--- src/rtl/core/cle_pkg.sv ---
package cle_pkg;

  localparam int unsigned CAPACITY_DEF = 16;

  typedef enum logic [2:0] {
    REQ_PUSH_FRONT = 3'd0,
    REQ_PUSH_BACK  = 3'd1,
    REQ_SORTED     = 3'd2,
    REQ_POP_FRONT  = 3'd3,
    REQ_POP_BACK   = 3'd4,
    REQ_REMOVE_EQ  = 3'd5
  } req_e;

  localparam logic [1:0] ST_DONE  = 2'd0;
  localparam logic [1:0] ST_FULL  = 2'd1;
  localparam logic [1:0] ST_EMPTY = 2'd2;

  typedef struct packed {
    logic [2:0]         req_type;
    logic signed [31:0] item_value;
  } in_item_t;

  typedef struct packed {
    logic [1:0]         status;
    logic [4:0]         entry_total;
    logic [4:0]         removed_total;
    logic signed [31:0] front_value;
    logic signed [31:0] back_value;
  } out_item_t;

  typedef enum logic [3:0] {
    S_IDLE,
    S_SCAN_RD,
    S_SCAN_CHK,
    S_SHIFT_RD,
    S_SHIFT_WR,
    S_PLACE,
    S_RM_RD,
    S_RM_CHK,
    S_FRONT_RD,
    S_BACK_RD,
    S_REPORT
  } state_e;

endpackage

--- src/rtl/core/cle_ram.sv ---
module cle_ram #(
  parameter int unsigned WIDTH = 32,
  parameter int unsigned DEPTH = 16
) (
  input  logic                     clk,
  input  logic                     we,
  input  logic [$clog2(DEPTH)-1:0] waddr,
  input  logic [WIDTH-1:0]         wdata,
  input  logic [$clog2(DEPTH)-1:0] raddr,
  output logic [WIDTH-1:0]         rdata
);

  logic [WIDTH-1:0] mem [DEPTH];

  always_ff @(posedge clk) begin
    if (we) begin
      mem[waddr] <= wdata;
    end
    rdata <= mem[raddr];
  end

endmodule

--- src/rtl/core/circular_list_engine.sv ---
// Push front/back pass through the place, front-read, back-read and report states; pops,
// refused inserts and unused request codes skip place. A sorted insert into a non-empty
// list and remove-all walk entries first, using the single read and single write port.
// One item at a time: busy stays high until the result strobe. The receiver cannot
// stall; out_valid lasts one cycle. Synchronous active-low reset empties the list (head
// and count to zero); the entry memory is not cleared, as only written slots are read.
module circular_list_engine #(
  parameter int unsigned CAPACITY = cle_pkg::CAPACITY_DEF
) (
  input  logic              clk,
  input  logic              rst_n,
  input  logic              start,
  output logic              busy,
  input  cle_pkg::in_item_t in_item,
  output logic              out_valid,
  output cle_pkg::out_item_t out_item
);

  localparam int unsigned AW = $clog2(CAPACITY);
  localparam int unsigned CW = $clog2(CAPACITY + 1);

  cle_pkg::state_e state_r, state_nxt;
  logic [AW-1:0]   head_r, head_nxt;
  logic [CW-1:0]   fill_r, fill_nxt;
  logic [CW-1:0]   idx_r, idx_nxt;   // scan / read index (logical)
  logic [CW-1:0]   wr_r, wr_nxt;     // write index / insert position
  logic [2:0]      req_r, req_nxt;
  logic [31:0]     val_r, val_nxt;
  logic [31:0]     hold_r, hold_nxt;
  logic [31:0]     front_r, front_nxt;
  logic [1:0]      stat_r, stat_nxt;
  logic [4:0]      rem_r, rem_nxt;
  logic            ovalid_r, ovalid_nxt;

  logic            we;
  logic [AW-1:0]   waddr, raddr;
  logic [31:0]     wdata, rdata;
  logic [CW-1:0]   rd_log, wr_log;
  logic            scan_stop;

  cle_ram #(.WIDTH(32), .DEPTH(CAPACITY)) u_ram (
    .clk(clk), .we(we), .waddr(waddr), .wdata(wdata), .raddr(raddr), .rdata(rdata)
  );

  function automatic logic [AW-1:0] slot(input logic [AW-1:0] h, input logic [CW-1:0] i);
    logic [CW:0] s;
    s = (CW+1)'(h) + (CW+1)'(i);
    if (s >= (CW+1)'(CAPACITY)) begin
      s = s - (CW+1)'(CAPACITY);
    end
    return s[AW-1:0];
  endfunction

  // A value equal to the front entry goes in front of it; further on, equal values are
  // passed over so that the new one lands after them.
  assign scan_stop = ($signed(rdata) > $signed(val_r)) || (idx_r == '0 && rdata == val_r);

  always_ff @(posedge clk) begin
    if (!rst_n) begin
      state_r  <= cle_pkg::S_IDLE;
      head_r   <= '0;
      fill_r   <= '0;
      ovalid_r <= 1'b0;
    end else begin
      state_r  <= state_nxt;
      head_r   <= head_nxt;
      fill_r   <= fill_nxt;
      ovalid_r <= ovalid_nxt;
    end
    idx_r   <= idx_nxt;
    wr_r    <= wr_nxt;
    req_r   <= req_nxt;
    val_r   <= val_nxt;
    hold_r  <= hold_nxt;
    front_r <= front_nxt;
    stat_r  <= stat_nxt;
    rem_r   <= rem_nxt;
  end

  // Next state.
  always_comb begin
    state_nxt = state_r;
    unique case (state_r)
      cle_pkg::S_IDLE: begin
        if (start) begin
          if (in_item.req_type <= cle_pkg::REQ_SORTED && fill_r >= CW'(CAPACITY)) begin
            state_nxt = cle_pkg::S_FRONT_RD;
          end else if (in_item.req_type >= cle_pkg::REQ_POP_FRONT &&
                       in_item.req_type <= cle_pkg::REQ_REMOVE_EQ && fill_r == '0) begin
            state_nxt = cle_pkg::S_FRONT_RD;
          end else if (in_item.req_type == cle_pkg::REQ_SORTED && fill_r != '0) begin
            state_nxt = cle_pkg::S_SCAN_RD;
          end else if (in_item.req_type == cle_pkg::REQ_REMOVE_EQ) begin
            state_nxt = cle_pkg::S_RM_RD;
          end else if (in_item.req_type <= cle_pkg::REQ_SORTED) begin
            state_nxt = cle_pkg::S_PLACE;
          end else begin
            state_nxt = cle_pkg::S_FRONT_RD;
          end
        end
      end
      cle_pkg::S_SCAN_RD:  state_nxt = cle_pkg::S_SCAN_CHK;
      cle_pkg::S_SCAN_CHK: begin
        if (scan_stop || idx_r + 1'b1 >= fill_r) begin
          state_nxt = cle_pkg::S_SHIFT_RD;
        end else begin
          state_nxt = cle_pkg::S_SCAN_RD;
        end
      end
      cle_pkg::S_SHIFT_RD: state_nxt = (idx_r > wr_r) ? cle_pkg::S_SHIFT_WR : cle_pkg::S_PLACE;
      cle_pkg::S_SHIFT_WR: state_nxt = cle_pkg::S_SHIFT_RD;
      cle_pkg::S_PLACE:    state_nxt = cle_pkg::S_FRONT_RD;
      cle_pkg::S_RM_RD:    state_nxt = (idx_r < fill_r) ? cle_pkg::S_RM_CHK : cle_pkg::S_FRONT_RD;
      cle_pkg::S_RM_CHK:   state_nxt = cle_pkg::S_RM_RD;
      cle_pkg::S_FRONT_RD: state_nxt = cle_pkg::S_BACK_RD;
      cle_pkg::S_BACK_RD:  state_nxt = cle_pkg::S_REPORT;
      cle_pkg::S_REPORT:   state_nxt = cle_pkg::S_IDLE;
      default:             state_nxt = cle_pkg::S_IDLE;
    endcase
  end

  // Datapath and memory control.
  always_comb begin
    head_nxt   = head_r;
    fill_nxt   = fill_r;
    idx_nxt    = idx_r;
    wr_nxt     = wr_r;
    req_nxt    = req_r;
    val_nxt    = val_r;
    hold_nxt   = hold_r;
    front_nxt  = front_r;
    stat_nxt   = stat_r;
    rem_nxt    = rem_r;
    ovalid_nxt = 1'b0;
    we         = 1'b0;
    rd_log     = idx_r;
    wr_log     = wr_r;
    wdata      = val_r;
    unique case (state_r)
      cle_pkg::S_IDLE: begin
        req_nxt  = in_item.req_type;
        val_nxt  = in_item.item_value;
        stat_nxt = cle_pkg::ST_DONE;
        rem_nxt  = '0;
        idx_nxt  = '0;
        wr_nxt   = '0;
        if (start) begin
          if (in_item.req_type <= cle_pkg::REQ_SORTED && fill_r >= CW'(CAPACITY)) begin
            stat_nxt = cle_pkg::ST_FULL;
          end else if (in_item.req_type >= cle_pkg::REQ_POP_FRONT &&
                       in_item.req_type <= cle_pkg::REQ_REMOVE_EQ && fill_r == '0) begin
            stat_nxt = cle_pkg::ST_EMPTY;
          end else begin
            unique case (in_item.req_type)
              cle_pkg::REQ_PUSH_FRONT: begin
                head_nxt = (head_r == '0) ? AW'(CAPACITY - 1) : head_r - 1'b1;
                idx_nxt  = fill_r;   // nothing to shift
                wr_nxt   = '0;
              end
              cle_pkg::REQ_PUSH_BACK: begin
                idx_nxt = fill_r;
                wr_nxt  = fill_r;
              end
              cle_pkg::REQ_SORTED: begin
                idx_nxt = '0;
                wr_nxt  = '0;
              end
              cle_pkg::REQ_POP_FRONT: begin
                head_nxt = slot(head_r, CW'(1));
                fill_nxt = fill_r - 1'b1;
                rem_nxt  = 5'd1;
                if (fill_r == CW'(1)) head_nxt = '0;
              end
              cle_pkg::REQ_POP_BACK: begin
                fill_nxt = fill_r - 1'b1;
                rem_nxt  = 5'd1;
                if (fill_r == CW'(1)) head_nxt = '0;
              end
              default: ;
            endcase
          end
        end
      end
      cle_pkg::S_SCAN_RD: begin
        rd_log = idx_r;
      end
      cle_pkg::S_SCAN_CHK: begin
        if (scan_stop) begin
          // stop: insert at idx_r (front if idx_r is zero)
          wr_nxt  = idx_r;
          idx_nxt = fill_r;
        end else if (idx_r + 1'b1 >= fill_r) begin
          wr_nxt  = fill_r;
          idx_nxt = fill_r;
        end else begin
          idx_nxt = idx_r + 1'b1;
        end
      end
      cle_pkg::S_SHIFT_RD: begin
        rd_log = idx_r - 1'b1;
      end
      cle_pkg::S_SHIFT_WR: begin
        we      = 1'b1;
        wr_log  = idx_r;
        wdata   = rdata;
        idx_nxt = idx_r - 1'b1;
      end
      cle_pkg::S_PLACE: begin
        we       = 1'b1;
        wr_log   = wr_r;
        wdata    = val_r;
        fill_nxt = fill_r + 1'b1;
      end
      cle_pkg::S_RM_RD: begin
        rd_log = idx_r;
        if (idx_r >= fill_r) begin
          rem_nxt  = 5'(fill_r - wr_r);
          fill_nxt = wr_r;
          if (wr_r == '0) head_nxt = '0;
        end
      end
      cle_pkg::S_RM_CHK: begin
        idx_nxt = idx_r + 1'b1;
        if (rdata != val_r) begin
          we     = 1'b1;
          wr_log = wr_r;
          wdata  = rdata;
          wr_nxt = wr_r + 1'b1;
        end
      end
      cle_pkg::S_FRONT_RD: begin
        rd_log = '0;
      end
      cle_pkg::S_BACK_RD: begin
        rd_log    = fill_r - 1'b1;
        front_nxt = rdata;
      end
      cle_pkg::S_REPORT: begin
        hold_nxt   = rdata;
        ovalid_nxt = 1'b1;
      end
      default: ;
    endcase
  end

  assign raddr = slot(head_r, rd_log);
  assign waddr = slot(head_r, wr_log);

  always_comb begin
    busy                   = (state_r != cle_pkg::S_IDLE);
    out_valid              = ovalid_r;
    out_item.status        = stat_r;
    out_item.entry_total   = 5'(fill_r);
    out_item.removed_total = rem_r;
    out_item.front_value   = (fill_r == '0) ? '0 : front_r;
    out_item.back_value    = (fill_r == '0) ? '0 : hold_r;
  end

endmodule

--- config.mk ---
export PLATFORM = sky130hd
export DESIGN_NAME = circular_list_engine
export DESIGN_NICKNAME = d
export VERILOG_FILES = /design/src/rtl/core/cle_pkg.sv /design/src/rtl/core/cle_ram.sv /design/src/rtl/core/circular_list_engine.sv
export SDC_FILE = /design/constraint.sdc
export NUM_CORES = 1
export LEC_CHECK = 0
export BUFFER_PORTS_ARGS = -buffer_cell sky130_fd_sc_hd__buf_2
export CAP_MARGIN = 0
export CORE_ASPECT_RATIO = 1.2
export CORE_MARGIN = 1
export CORE_UTILIZATION = 40
export DETAILED_ROUTE_END_ITERATION = 16
export GPL_ROUTABILITY_DRIVEN = 0
export SLEW_MARGIN = 5
export SYNTH_ARGS = -nofsm -noshare
export SYNTH_HDL_FRONTEND = slang
export SYNTH_SLANG_ARGS = --single-unit
export TNS_END_PERCENT = 100
--- constraint.sdc ---
create_clock -name clk -period 5.3 [get_ports clk]
set_input_delay 0.795 -clock clk [delete_from_list [all_inputs] [get_ports clk]]
set_output_delay 0.795 -clock clk [all_outputs]
set_load 0.03 [all_outputs]
==> summary.txt <==
Run status
  • Status: complete, no violations

Floorplanning
  • Core ar.: 68200 um^2
  • Initial Util: 40.4%
  • Die H: 289 um
  • # IOs: 116
  • Die ar.: 69900 um^2
  • # rows: 105
  • Die X: 242 um

Global routing
  • Number of global-route vias before repair: 14500
  • Pin count of the biggest net entering global routing: 69
  • GRT Residual Overflow: 0
  • Global-route wire length before repair: 94.0 mm
  • Antenna violations before repair: 2
  • Total track usage: 18.2%

Clock tree
  • Post-CTS Hold Fix Bufs: 0
  • Clock root cell: clkbuf_16
  • Setup Fix Bufs, Post-CTS: 0
  • Post-cts resize count: 0
  • Num Clock Sinks: 671
  • CTS tree: yes
  • CTS buffer count: 70
  • Clock Latency Late Sink: 0.61 ns
  • Clock-pin slew on the worst setup and hold paths: 0.06 ns
  • Max Root-Sink Buffers: 3
  • H-tree levels: 3

Setup path
  • Nature of the critical path startpoint: register
  • Flop2flop setup slack: 1.08 ns
  • Worst R2R End: u_ram.rdata[18]
  • Worst Path Arrival: 4.70 ns
  • Required time of the worst setup path: 5.78 ns
  • R2r startpoint: state_r[1]
  • CP Max Fanout: 68
  • R2r worst-path depth: 10
  • CP Class: register to register
  • Worst Setup End Kind: register

Detailed routing
  • Top sig layer: met4
  • Wire length on met1: 26.3 mm
  • DRT iter0 DRCs: 1124
  • Via count: 14100
  • WL met3: 2.91 mm
  • DR pass1 iterations: 5
  • DRC viols: 0
  • Routed WL: 63.3 mm
  • DR vias/cell: 5.40
  • Post-route ant nets: 0
  • Routed length on met2: 32.5 mm
  • Wire per inst: 24.2 um

Cells and area
  • Layout cell share with drive strength beyond 1: 28.3%
  • Synthesis-to-finish area growth: 15.8%
  • Ant. Diodes: 0
  • NumNets Final: 1757
  • Final Cell Area: 31900 um^2
  • Post-Layout Cell Count: 2614
  • End-of-flow core utilization: 46.8%

Logic synthesis
  • Synth Flop Type: edfxtp_1
  • Yosys reg bits: 671
  • Async SR Flop Fraction: 0%
  • Post-synth top area cell: edfxtp_1
  • Synth top area cells: edfxtp_1 68%, mux4_2 13%, dfxtp_1 3.3%, ha_1 3.0%, and2_1 1.5%
  • Syn_area_per_cell: 18.6 um^2
  • Mapped Area: 27500 um^2
  • Share of the synthesized area in the top cell type: 68.1%
  • Unique masters post-synth: 61
  • Gate Count Post-Synth: 1484
  • Post-Syn Nets: 1592
  • Syn. warnings: 0
  • Post-synth EDFFs: 625
  • Seq/Total Area, Yosys: 71.5%

Place
  • Placed cell areas: 29600 um^2
  • Number of I/O port buffers: 115
  • Post-DP HPWL: 38.8 mm
  • Placed insts: 2486

Timing
  • RSZ-0062 raised after global routing: false
  • Max-Slew Margin vs Limit: 39.2%
  • Final period utilization: 79.7%
  • Fin. Hold Viols: 0
  • Min Tclk post-route: 4.22 ns
  • Max-slew violations: 0
  • Skew final: 0.0223 ns
  • Setup_tns: 0 ns
  • Worst slew pin tran: 0.902 ns
  • Hold slack final: 0.356 ns
  • # setup viols final: 0
  • Fmax: 237 MHz

Power and ir drop
  • VDD IR max: 0.000559 V
  • Pleak: 0.0108 uW
  • PwrDens: 693 nW/um^2

Worst hold path
  • Hold depth: 1
  • Hold Path Sink: val_r[19]
  • Worst hold-check path type: primary input to register
  • Hold path startpoint: in_item[19]

Flow run
  • Max Cap Viol: 0
==> cell usage after synthesis (3+ instances only) <==
cell	instances
a211o_1	3
dfxtp_1	46
a21o_1	12
nor2b_1	8
a21oi_1	47
xor2_1	12
nor2_1	60
o21ai_0	34
a32oi_1	3
nor4b_1	3
nand2b_1	6
mux2i_1	7
o211ai_1	4
a211oi_1	4
o22ai_1	3
buf_1	3
inv_1	57
buf_2	4
nor3_1	18
mux2_2	31
ha_1	67
mux4_2	160
nand4_1	7
a22oi_1	6
nand3_1	19
and2_1	65
clkbuf_1	50
fa_1	3
xnor2_1	14
o221ai_1	7
a31oi_1	4
nand2_1	54
edfxtp_1	625
==> per-layer routing <==
| metal | track usage (%) | vias to the layer above |
|---|---|---|
| met5 | 0 | - |
| met4 | 6.58 | 0 |
| met3 | 2.36 | 88 |
| met2 | 31.7 | 400 |
| met1 | 23.6 | 7353 |
| li1 | - | 6263 |
==> registers in the layout (all words and copies together), names as in the netlist <==
register	cells
u_ram.mem	512
front_r	32
hold_r	32
u_ram.rdata	32
val_r	32
fill_r	5
idx_r	5
rem_r	5
wr_r	5
head_r	4
state_r	4
stat_r	2
out_valid	1
==> layout by cell type (no fill, tap or decap), types with 8 or more instances in the layout <==
cell type  count
clkinv_2      10
xor2_1        11
mux4_2       160
ha_1          66
a21oi_1       47
edfxtp_1     625
a21o_1        11
nor2_4        17
nor3_1        18
nor2b_1        8
o21ai_0       34
clkinv_1      11
inv_1         55
clkbuf_1      14
buf_4         26
nand2_1       53
clkbuf_16     71
and2_1        65
buf_12        11
xnor2_1       13
buf_2        115
nor2_1        43
dfxtp_1       46
mux2_2        31
nand3_1       19
==> final cells by class <==
class	count	area, um^2
fillers	5716	36300
clock buffers	90	1900
well taps	909	1140
clock inverters	38	385
inverters	57	214
repair buffers	152	991
flip-flops and latches	671	19700
multi-input cells	697	7580
==> through the flow <==
stage,total power (uW),worst slack [ns]
after CTS,22400,1.08
after global placement,17400,1.11
after global routing,23200,0.853
after detailed placement,17500,1.09
after floorplan,14500,0.844
final,22100,1.08
==> worst max-delay path, cell delays in order (launching register included) <==
cell and delay (ns):
dfxtp_1 0.76, nand2_1 0.21, mux2i_1 0.17, nand2_1 0.13
nand2_1 0.09, o221ai_1 0.16, ha_4 0.22, fa_4 1.00
buf_12 0.39, mux4_2 0.39, mux4_2 0.51
==> cells by family (layout without fill, tap and decap cells) <==
| family | Yosys count | after routing | synth area share, % |
|---|---|---|---|
| AOI/OAI and AO/OA | 145 | 145 | 3.35 |
| xor gates and xnor gates | 26 | 26 | 0.827 |
| adders and majority gates | 70 | 70 | 3.26 |
| buffers and inverters | 116 | 337 | 1.64 |
| DFF | 671 | 671 | 71.5 |
| muxes | 198 | 198 | 14.6 |
| and+or+nand+nor | 258 | 258 | 4.82 |
==> worst max path at each step <==
| stage | start | to | slack (ns) |
|---|---|---|---|
| final | state_r[1] | u_ram.rdata[18] | 1.08 |
| after global placement | state_r[1] | u_ram.rdata[18] | 1.11 |
| after detailed placement | state_r[1] | u_ram.rdata[18] | 1.09 |
| after floorplan | state_r[2] | u_ram.mem[5][0] | 0.84 |
| after global routing | state_r[1] | u_ram.rdata[18] | 0.85 |
| after CTS | state_r[1] | u_ram.rdata[18] | 1.08 |
==> where the power goes <==
group / switching [uW] / total, uW / internal [uW]
Sequential: 548 / 7910 / 7360
Clock: 2030 / 4840 / 2800
Combinational: 5370 / 9350 / 3990
Total: 7950 / 22100 / 14100
(Power assumes the default switching activity.)
